<file path="src/rtl/pcbs_pkg.sv">
// Package for the partition-compatible block splitter.
// Holds default sizes, stream field widths and register offsets.
// No dependencies.
package pcbs_pkg;

    localparam int TAXA_DEFAULT        = 16;
    localparam int SYMBOL_BITS_DEFAULT = 8;

    localparam int SYMBOL_W   = 8;
    localparam int POSITION_W = 31;
    localparam int COUNT_W    = 5;

    localparam int S_TDATA_W = 40;
    localparam int M_TDATA_W = 64;

    localparam int PADDR_W = 3;
    localparam int PDATA_W = 32;

    localparam logic REG_TAXA_COUNT = 1'b0;

    localparam logic [COUNT_W-1:0] TAXA_COUNT_RESET = 5'd16;

endpackage

</file>
<file path="src/rtl/partition_compatible_block_splitter.sv">
// Top level of the partition-compatible block splitter.
// Depends on pcbs_pkg for field widths, defaults and register offsets.
// Usage:
//   s_* stream: one symbol per transfer, taxa_count transfers per column.
//     s_tdata = {position, symbol}, s_tlast = final_column. position and
//     final_column are sampled on the last symbol of a column.
//   m_* stream: one closed block (begin, end) per transfer.
//     m_tdata = {block_end, block_begin}, m_tlast = last result of the column.
//   APB: register taxa_count at offset 0x0; write only while the block is idle.
// Timing:
//   Input register, one pass of logic, result register: one symbol per
//   cycle unless a stall holds the input register. A closing column's last
//   symbol passes the input register, then the result register; a column
//   that gives two results holds the result register for two transfers.
//   The symbol table is a 2^SYMBOL_BITS entry memory read when a symbol is
//   taken, with a bypass for the same symbol back to back; its valid bits are
//   flops cleared at the end of every column.
// Reset: no block open, column empty, taxa_count = 16. No clearing pass.
// Stall: the result register holds; further columns keep flowing until a
//   column that closes a block needs the result register.
module partition_compatible_block_splitter #(
    parameter int TAXA        = pcbs_pkg::TAXA_DEFAULT,
    parameter int SYMBOL_BITS = pcbs_pkg::SYMBOL_BITS_DEFAULT
) (
    input  logic                           clk,
    input  logic                           rst_n,
    // s_tdata: symbol [7:0], position [38:8], zero [39]
    input  logic                           s_tvalid,
    output logic                           s_tready,
    input  logic [pcbs_pkg::S_TDATA_W-1:0] s_tdata,
    input  logic                           s_tlast,
    // m_tdata: block_begin [30:0], block_end [61:31], zero [63:62]
    output logic                           m_tvalid,
    input  logic                           m_tready,
    output logic [pcbs_pkg::M_TDATA_W-1:0] m_tdata,
    output logic                           m_tlast,
    input  logic                           psel,
    input  logic                           penable,
    input  logic                           pwrite,
    input  logic [pcbs_pkg::PADDR_W-1:0]   paddr,
    input  logic [pcbs_pkg::PDATA_W-1:0]   pwdata,
    output logic [pcbs_pkg::PDATA_W-1:0]   prdata,
    output logic                           pready
);

    localparam int POS_W     = pcbs_pkg::POSITION_W;
    localparam int CLS_W     = $clog2(TAXA);
    localparam int CNT_W     = $clog2(TAXA + 1);
    localparam int NW        = (CNT_W > pcbs_pkg::COUNT_W) ? CNT_W : pcbs_pkg::COUNT_W;
    localparam int SYM_DEPTH = 1 << SYMBOL_BITS;
    localparam int ENT_W     = 2 * CLS_W;

    // ---------------- configuration ----------------
    logic [pcbs_pkg::COUNT_W-1:0] taxa_count_reg;
    logic                         cfg_wr;

    assign pready = 1'b1;
    assign cfg_wr = psel && penable && pwrite && (paddr[2] == pcbs_pkg::REG_TAXA_COUNT);

    always_ff @(posedge clk or negedge rst_n)
    begin
        if (!rst_n)
        begin
            taxa_count_reg <= pcbs_pkg::TAXA_COUNT_RESET;
        end
        else if (cfg_wr)
        begin
            taxa_count_reg <= pwdata[pcbs_pkg::COUNT_W-1:0];
        end
    end

    always_comb
    begin
        prdata = '0;
        if (paddr[2] == pcbs_pkg::REG_TAXA_COUNT)
        begin
            prdata = {{(pcbs_pkg::PDATA_W - pcbs_pkg::COUNT_W){1'b0}}, taxa_count_reg};
        end
    end

    // ---------------- input register ----------------
    logic                   s1_valid_reg;
    logic [SYMBOL_BITS-1:0] s1_sym_reg;
    logic [POS_W-1:0]       s1_pos_reg;
    logic                   s1_fin_reg;
    logic                   s1_fire;
    logic                   accept;
    logic [SYMBOL_BITS-1:0] in_sym;

    assign in_sym   = s_tdata[SYMBOL_BITS-1:0];
    assign s_tready = !s1_valid_reg || s1_fire;
    assign accept   = s_tvalid && s_tready;

    always_ff @(posedge clk or negedge rst_n)
    begin
        if (!rst_n)
        begin
            s1_valid_reg <= 1'b0;
        end
        else if (s_tready)
        begin
            s1_valid_reg <= s_tvalid;
        end
    end

    always_ff @(posedge clk)
    begin
        if (accept)
        begin
            s1_sym_reg <= in_sym;
            s1_pos_reg <= s_tdata[pcbs_pkg::SYMBOL_W +: POS_W];
            s1_fin_reg <= s_tlast;
        end
    end

    // ---------------- symbol table ----------------
    // entry: {block class of first taxon, column class}
    logic [ENT_W-1:0]     sym_mem [SYM_DEPTH];
    logic [ENT_W-1:0]     sym_rd_reg;
    logic [SYM_DEPTH-1:0] sym_valid_reg;
    logic [SYM_DEPTH-1:0] sym_valid_next;
    logic                 mem_wr;
    logic [ENT_W-1:0]     mem_wdata;

    always_ff @(posedge clk)
    begin
        if (mem_wr)
        begin
            sym_mem[s1_sym_reg] <= mem_wdata;
        end
        if (accept)
        begin
            if (mem_wr && (s1_sym_reg == in_sym))
            begin
                sym_rd_reg <= mem_wdata;
            end
            else
            begin
                sym_rd_reg <= sym_mem[in_sym];
            end
        end
    end

    // ---------------- column / block state ----------------
    logic [CLS_W-1:0] block_class_reg  [TAXA];
    logic [CLS_W-1:0] block_class_next [TAXA];
    logic [CLS_W-1:0] column_class_reg [TAXA];
    logic [CLS_W-1:0] column_class_next[TAXA];
    logic [CNT_W-1:0] class_count_reg, class_count_next;
    logic [CLS_W-1:0] taxon_index_reg, taxon_index_next;
    logic             column_fits_reg, column_fits_next;
    logic             block_open_reg, block_open_next;
    logic [POS_W-1:0] begin_pos_reg, begin_pos_next;
    logic [POS_W-1:0] prev_pos_reg, prev_pos_next;

    // result register: up to two results of one column
    logic             o_valid_reg, o_valid_next;
    logic             o_sel_reg, o_sel_next;
    logic             o_two_reg, o_two_next;
    logic [POS_W-1:0] o_b0_reg, o_b0_next;
    logic [POS_W-1:0] o_e0_reg, o_e0_next;
    logic [POS_W-1:0] o_b1_reg, o_b1_next;
    logic [POS_W-1:0] o_e1_reg, o_e1_next;

    logic [CLS_W-1:0] t;
    logic [CLS_W-1:0] c;
    logic [CLS_W-1:0] blk_t;
    logic [CLS_W-1:0] ent_cls;
    logic [CLS_W-1:0] ent_blk;
    logic [CLS_W-1:0] col_cls;
    logic [NW-1:0]    n_eff;
    logic [NW-1:0]    t_plus;
    logic             hit;
    logic             mismatch;
    logic             fits_now;
    logic             last_sym;
    logic             emit0;
    logic             open_new;
    logic             has_res;
    logic             out_free;
    logic [POS_W-1:0] begin_after;

    assign m_tvalid = o_valid_reg;
    assign m_tlast  = !o_two_reg || o_sel_reg;
    assign m_tdata  = o_sel_reg ? {2'b00, o_e1_reg, o_b1_reg} : {2'b00, o_e0_reg, o_b0_reg};
    assign out_free = !o_valid_reg || (m_tready && m_tlast);

    always_comb
    begin
        t = (taxon_index_reg > CLS_W'(TAXA - 1)) ? CLS_W'(TAXA - 1) : taxon_index_reg;
        c = (class_count_reg >= CNT_W'(TAXA)) ? CLS_W'(TAXA - 1)
                                              : class_count_reg[CLS_W-1:0];
        n_eff = NW'(taxa_count_reg);
        if (n_eff == '0)
        begin
            n_eff = NW'(1);
        end
        if (n_eff > NW'(TAXA))
        begin
            n_eff = NW'(TAXA);
        end
        t_plus   = NW'(t) + NW'(1);
        last_sym = !(t_plus < n_eff);

        blk_t    = block_class_reg[t];
        hit      = sym_valid_reg[s1_sym_reg];
        ent_cls  = sym_rd_reg[CLS_W-1:0];
        ent_blk  = sym_rd_reg[ENT_W-1:CLS_W];
        mismatch = hit && block_open_reg && (blk_t != ent_blk);
        col_cls  = hit ? ent_cls : c;
        fits_now = column_fits_reg && !mismatch;

        emit0       = last_sym && block_open_reg && !fits_now;
        open_new    = !block_open_reg || !fits_now;
        begin_after = open_new ? s1_pos_reg : begin_pos_reg;
        has_res     = last_sym && (emit0 || s1_fin_reg);
        s1_fire     = s1_valid_reg && (!has_res || out_free);

        mem_wr    = s1_fire && !hit;
        mem_wdata = {(block_open_reg ? blk_t : CLS_W'(0)), c};

        for (int i = 0; i < TAXA; i++)
        begin
            column_class_next[i] = column_class_reg[i];
        end
        column_class_next[t] = col_cls;
        for (int i = 0; i < TAXA; i++)
        begin
            block_class_next[i] = block_class_reg[i];
        end

        sym_valid_next   = sym_valid_reg;
        class_count_next = class_count_reg;
        taxon_index_next = taxon_index_reg;
        column_fits_next = column_fits_reg;
        block_open_next  = block_open_reg;
        begin_pos_next   = begin_pos_reg;
        prev_pos_next    = prev_pos_reg;

        o_valid_next = o_valid_reg;
        o_sel_next   = o_sel_reg;
        o_two_next   = o_two_reg;
        o_b0_next    = o_b0_reg;
        o_e0_next    = o_e0_reg;
        o_b1_next    = o_b1_reg;
        o_e1_next    = o_e1_reg;

        if (o_valid_reg && m_tready)
        begin
            if (m_tlast)
            begin
                o_valid_next = 1'b0;
                o_sel_next   = 1'b0;
            end
            else
            begin
                o_sel_next = 1'b1;
            end
        end

        if (s1_fire)
        begin
            if (!last_sym)
            begin
                if (!hit)
                begin
                    sym_valid_next[s1_sym_reg] = 1'b1;
                    if (class_count_reg < CNT_W'(TAXA))
                    begin
                        class_count_next = class_count_reg + CNT_W'(1);
                    end
                end
                taxon_index_next = CLS_W'(t_plus);
                column_fits_next = fits_now;
            end
            else
            begin
                if (open_new)
                begin
                    for (int i = 0; i < TAXA; i++)
                    begin
                        block_class_next[i] = column_class_next[i];
                    end
                    begin_pos_next = s1_pos_reg;
                end
                prev_pos_next   = s1_pos_reg;
                block_open_next = !s1_fin_reg;

                sym_valid_next   = '0;
                class_count_next = '0;
                taxon_index_next = '0;
                column_fits_next = 1'b1;

                if (has_res)
                begin
                    o_valid_next = 1'b1;
                    o_sel_next   = 1'b0;
                    o_two_next   = emit0 && s1_fin_reg;
                    o_b0_next    = emit0 ? begin_pos_reg : begin_after;
                    o_e0_next    = emit0 ? prev_pos_reg : s1_pos_reg;
                    o_b1_next    = begin_after;
                    o_e1_next    = s1_pos_reg;
                end
            end
        end
    end

    always_ff @(posedge clk or negedge rst_n)
    begin
        if (!rst_n)
        begin
            sym_valid_reg   <= '0;
            class_count_reg <= '0;
            taxon_index_reg <= '0;
            column_fits_reg <= 1'b1;
            block_open_reg  <= 1'b0;
            begin_pos_reg   <= '0;
            prev_pos_reg    <= '0;
            o_valid_reg     <= 1'b0;
            o_sel_reg       <= 1'b0;
        end
        else
        begin
            sym_valid_reg   <= sym_valid_next;
            class_count_reg <= class_count_next;
            taxon_index_reg <= taxon_index_next;
            column_fits_reg <= column_fits_next;
            block_open_reg  <= block_open_next;
            begin_pos_reg   <= begin_pos_next;
            prev_pos_reg    <= prev_pos_next;
            o_valid_reg     <= o_valid_next;
            o_sel_reg       <= o_sel_next;
        end
    end

    always_ff @(posedge clk)
    begin
        block_class_reg  <= block_class_next;
        column_class_reg <= column_class_next;
        o_two_reg        <= o_two_next;
        o_b0_reg         <= o_b0_next;
        o_e0_reg         <= o_e0_next;
        o_b1_reg         <= o_b1_next;
        o_e1_reg         <= o_e1_next;
    end

endmodule
</file>
<file path="config.mk">
export PLATFORM = sky130hd
export DESIGN_NAME = partition_compatible_block_splitter
export DESIGN_NICKNAME = d
export VERILOG_FILES = /design/src/rtl/pcbs_pkg.sv /design/src/rtl/partition_compatible_block_splitter.sv
export SDC_FILE = /design/constraint.sdc
export NUM_CORES = 2
export LEC_CHECK = 0
export ABC_AREA = 1
export BUFFER_PORTS_ARGS = -buffer_cell sky130_fd_sc_hd__buf_2
export CORE_UTILIZATION = 45
export DETAILED_ROUTE_END_ITERATION = 8
export PLACE_DENSITY = 0.69
export SLEW_MARGIN = 20
export SYNTH_ARGS = -nofsm -noshare
export SYNTH_HDL_FRONTEND = slang
export SYNTH_SLANG_ARGS = --single-unit
</file>
<file path="constraint.sdc">
create_clock -name clk -period 12.8 [get_ports clk]
set_clock_uncertainty 0.05 [all_clocks]
set_input_delay 1.28 -clock clk [delete_from_list [all_inputs] [get_ports clk]]
set_output_delay 1.28 -clock clk [all_outputs]
set_load 0.1 [all_outputs]
</file>
==> impl_metrics.tcl <==
set metrics [dict create \
    run_status "complete, no violations" \
    start_kind "flip-flop" \
    leakage_nw 44.1 \
    rsz0062_at_grt "false" \
    ios 183 \
    utilization_pct 50.1 \
    clk_pin_slew_worst_paths_ns 0.07 \
    grt_pass1_wl_mm 471 \
    final_hold_viol_count 0 \
    post_cts_resized 0 \
    tns_ns 0 \
    insertion_delay_ns 0.95 \
    grt_pass1_vias 77300 \
    power.total_mw 24.4 \
    wirelength_mm 314 \
    netlist_area_mm2 0.113 \
    clk_path_buf_depth 4 \
    critPathMaxFanout 185 \
    p_sw_mw 7.53 \
    seq_area_frac_synth_pct 69.5 \
    initial_core_util_pct 45.3 \
    die_x_um 503 \
    yosys-top-cells-area "edfxtp_1 61%, dfrtp_1 7.4%, o21ai_0 6.8%, nand2_1 6.3%, nor2_1 6.1%" \
    die_y_um 503 \
    row_count 183 \
    finalWeightedCongestion 0.867 \
    synth.avg_cell_area_um2 10.8 \
    fin_cells 13700 \
    design.core.area_mm2 0.249 \
    cts_sinks 2686 \
    comb_power_share_pct 19.5 \
    met2_length_mm 144 \
    end_kind "flip-flop" \
    htreeDepth 5 \
    timing.final.crit_share_pct 59.9 \
    intPower_mw 16.8 \
    worstMarginPinSlew_ns 1.20 \
    grt.total_usage_pct 24.3 \
    postCtsHoldBufs 0 \
    cap_violations 0 \
    slew_headroom_pct 20.1 \
    cts_setup_buffers 0 \
    nNetsFinal 10300 \
    route.met3.wl_mm 34.1 \
    port_buffers 122 \
    viasPerCell 5.92 \
    max_freq_mhz 130 \
    drive_above_1_share_pct 6.82 \
    die_area_mm2 0.253 \
    min_period_ns 7.66 \
    yosys_warnings 0 \
    vias 81300 \
    yosysTopAreaCell "edfxtp_1" \
    dpl.hpwl_mm 169 \
    grt_overflow 0 \
    drtAntennaViolNets 0 \
    cts_inserted_buffers 289 \
    async_reset_ff_share_pct 12.5 \
    clkPwrFrac_pct 33.7 \
    whs_ns 0.325 \
    ys_seq_elements 2686 \
    drt-met1-wl_mm 123 \
    synth_most_common_cell "edfxtp_1" \
    drv_slew 0 \
    grt_start_max_net_pins 219 \
    seqPwrFrac_pct 46.8 \
    wire_per_inst_um 22.9 \
    cts-root-buf "clkbuf_16" \
    drt_iter0_drc 11600 \
    antenna_found_initial 9 \
    synthCells 10400 \
    required_ns 13.58 \
    synth_commonest_cells "2,285 x edfxtp_1, 1,893 x nand2_1, 1,839 x nor2_1, 1,524 x o21ai_0, 625 x o22ai_1" \
    synth_flop_cell "edfxtp_1" \
    synth_edf_count 2285 \
    peakVddDrop_uv 261 \
    routed.top_layer "met5" \
    setup_viol 0 \
    drtPass1Iterations 7 \
    p_sw_share_pct 30.9 \
    dp_cells 13200 \
    synth_top_area_share_pct 60.8 \
    worst_ep_arrival_time_ns 8.44 \
    cts_tree "built" \
    drc 0 \
    synth_cell_type_count 35 \
    syn2layout_area_growth_pct 10.6 \
    critPathKind "reg -> reg" \
    power_density_mw_per_mm2 195 \
    largest_register_ffs 2048 \
    worstHoldPathType "in -> async" \
]
## worst max-delay path, stage by stage, from the launching register on
cell and delay (ns):
edfxtp_1 0.40, inv_2 0.60, buf_4 0.61, nand2_1 0.78, nor2_1 0.29, nor2_1 0.06
nand2_1 0.06, nand2_1 0.05, nand2_1 0.09, o21ai_1 0.06, nand2_1 0.14, nor2_1 0.08
nor2_1 0.13, nor2_1 0.06, nand2_1 0.40, nand2_1 0.22, nand2_2 0.17, nand2_4 0.37
nand2_2 0.27, a21oi_4 0.13, buf_12 0.24, nand2_4 0.76, buf_4 0.96, nand2_1 0.13
nand2_1 0.12
## path summary, 6_finish.rpt
| kind | to | slack [ns] | start | depth (start not counted) |
|---|---|---|---|---|
| max in group asynchronous | begin_pos_reg[14] | 10.01 | rst_n | 3 |
| min in group clk | column_class_reg[35] | 0.42 | column_class_reg[35] | 2 |
| max | sym_valid_reg[74] | 5.14 | s1_sym_reg[1] | 24 |
| min | sym_valid_reg[242] | 0.33 | rst_n | 1 |
| max reg2reg | sym_valid_reg[74] | 5.14 | s1_sym_reg[1] | 24 |
| min reg2reg | column_class_reg[35] | 0.42 | column_class_reg[35] | 2 |
## metrics by stage
stage	cell area (um2)	worst slack, ns
2_1_floorplan	113000	4.06
3_3_place_gp	116000	5.44
3_5_place_dp	116000	5.40
4_1_cts	125000	5.32
5_1_grt	125000	4.83
6_report	125000	5.14
## routing by layer
layer  GRT usage, %  vias up
met5              0        -
met4           10.5        8
met3           5.02      756
met2           37.7     4763
met1           33.0    39600
li1               -    36200
## power groups by stage
stage | sequential [mW] | clock [mW] | combinational (mW)
2_1_floorplan | 11.8 | 0 | 3.03
3_3_place_gp | 11.5 | 0 | 4.53
3_5_place_dp | 11.6 | 0 | 4.67
4_1_cts | 11.4 | 8.28 | 4.68
5_1_grt | 11.4 | 8.61 | 5.09
6_report | 11.4 | 8.22 | 4.75
## layout make-up
| cell class | instances | area, um2 |
|---|---|---|
| sequential | 2686 | 78300 |
| antenna | 8 | 20.0 |
| inverter | 205 | 827 |
| timing repair buffer | 245 | 1770 |
| clock buffer | 361 | 7680 |
| fill | 21400 | 124000 |
| multi-input combinational | 6775 | 30500 |
| clock inverter | 131 | 1460 |
| tap | 3330 | 4170 |
## kinds of logic (layout without fill, tap and decap cells)
logic type      count (synthesis)  count (layout)  synth area share (%)
fa+ha+maj                       9               9                0.0999
compound gates               2535            2535                  12.0
flops                        2686            2686                  69.5
buf+inv                      1008             942                  3.82
other cells                     2              38               0.00666
xor+xnor                       12              12                0.0932
simple gates                 4189            4189                  14.5
## layout by cell type (no fill, tap or decap), types with 109 or more instances in the layout
master     synthesis  layout
o22ai_1          625     625
inv_1            195     185
nand3_1          410     410
nand2_1         1893    1890
o21ai_0         1524    1520
buf_4             46     109
dfrtp_1          335     334
clkbuf_16          0     292
nor2_1          1839    1802
buf_2             75     116
a21oi_1          293     293
edfxtp_1        2285    2285
Power figures use the tool's default switching activity.
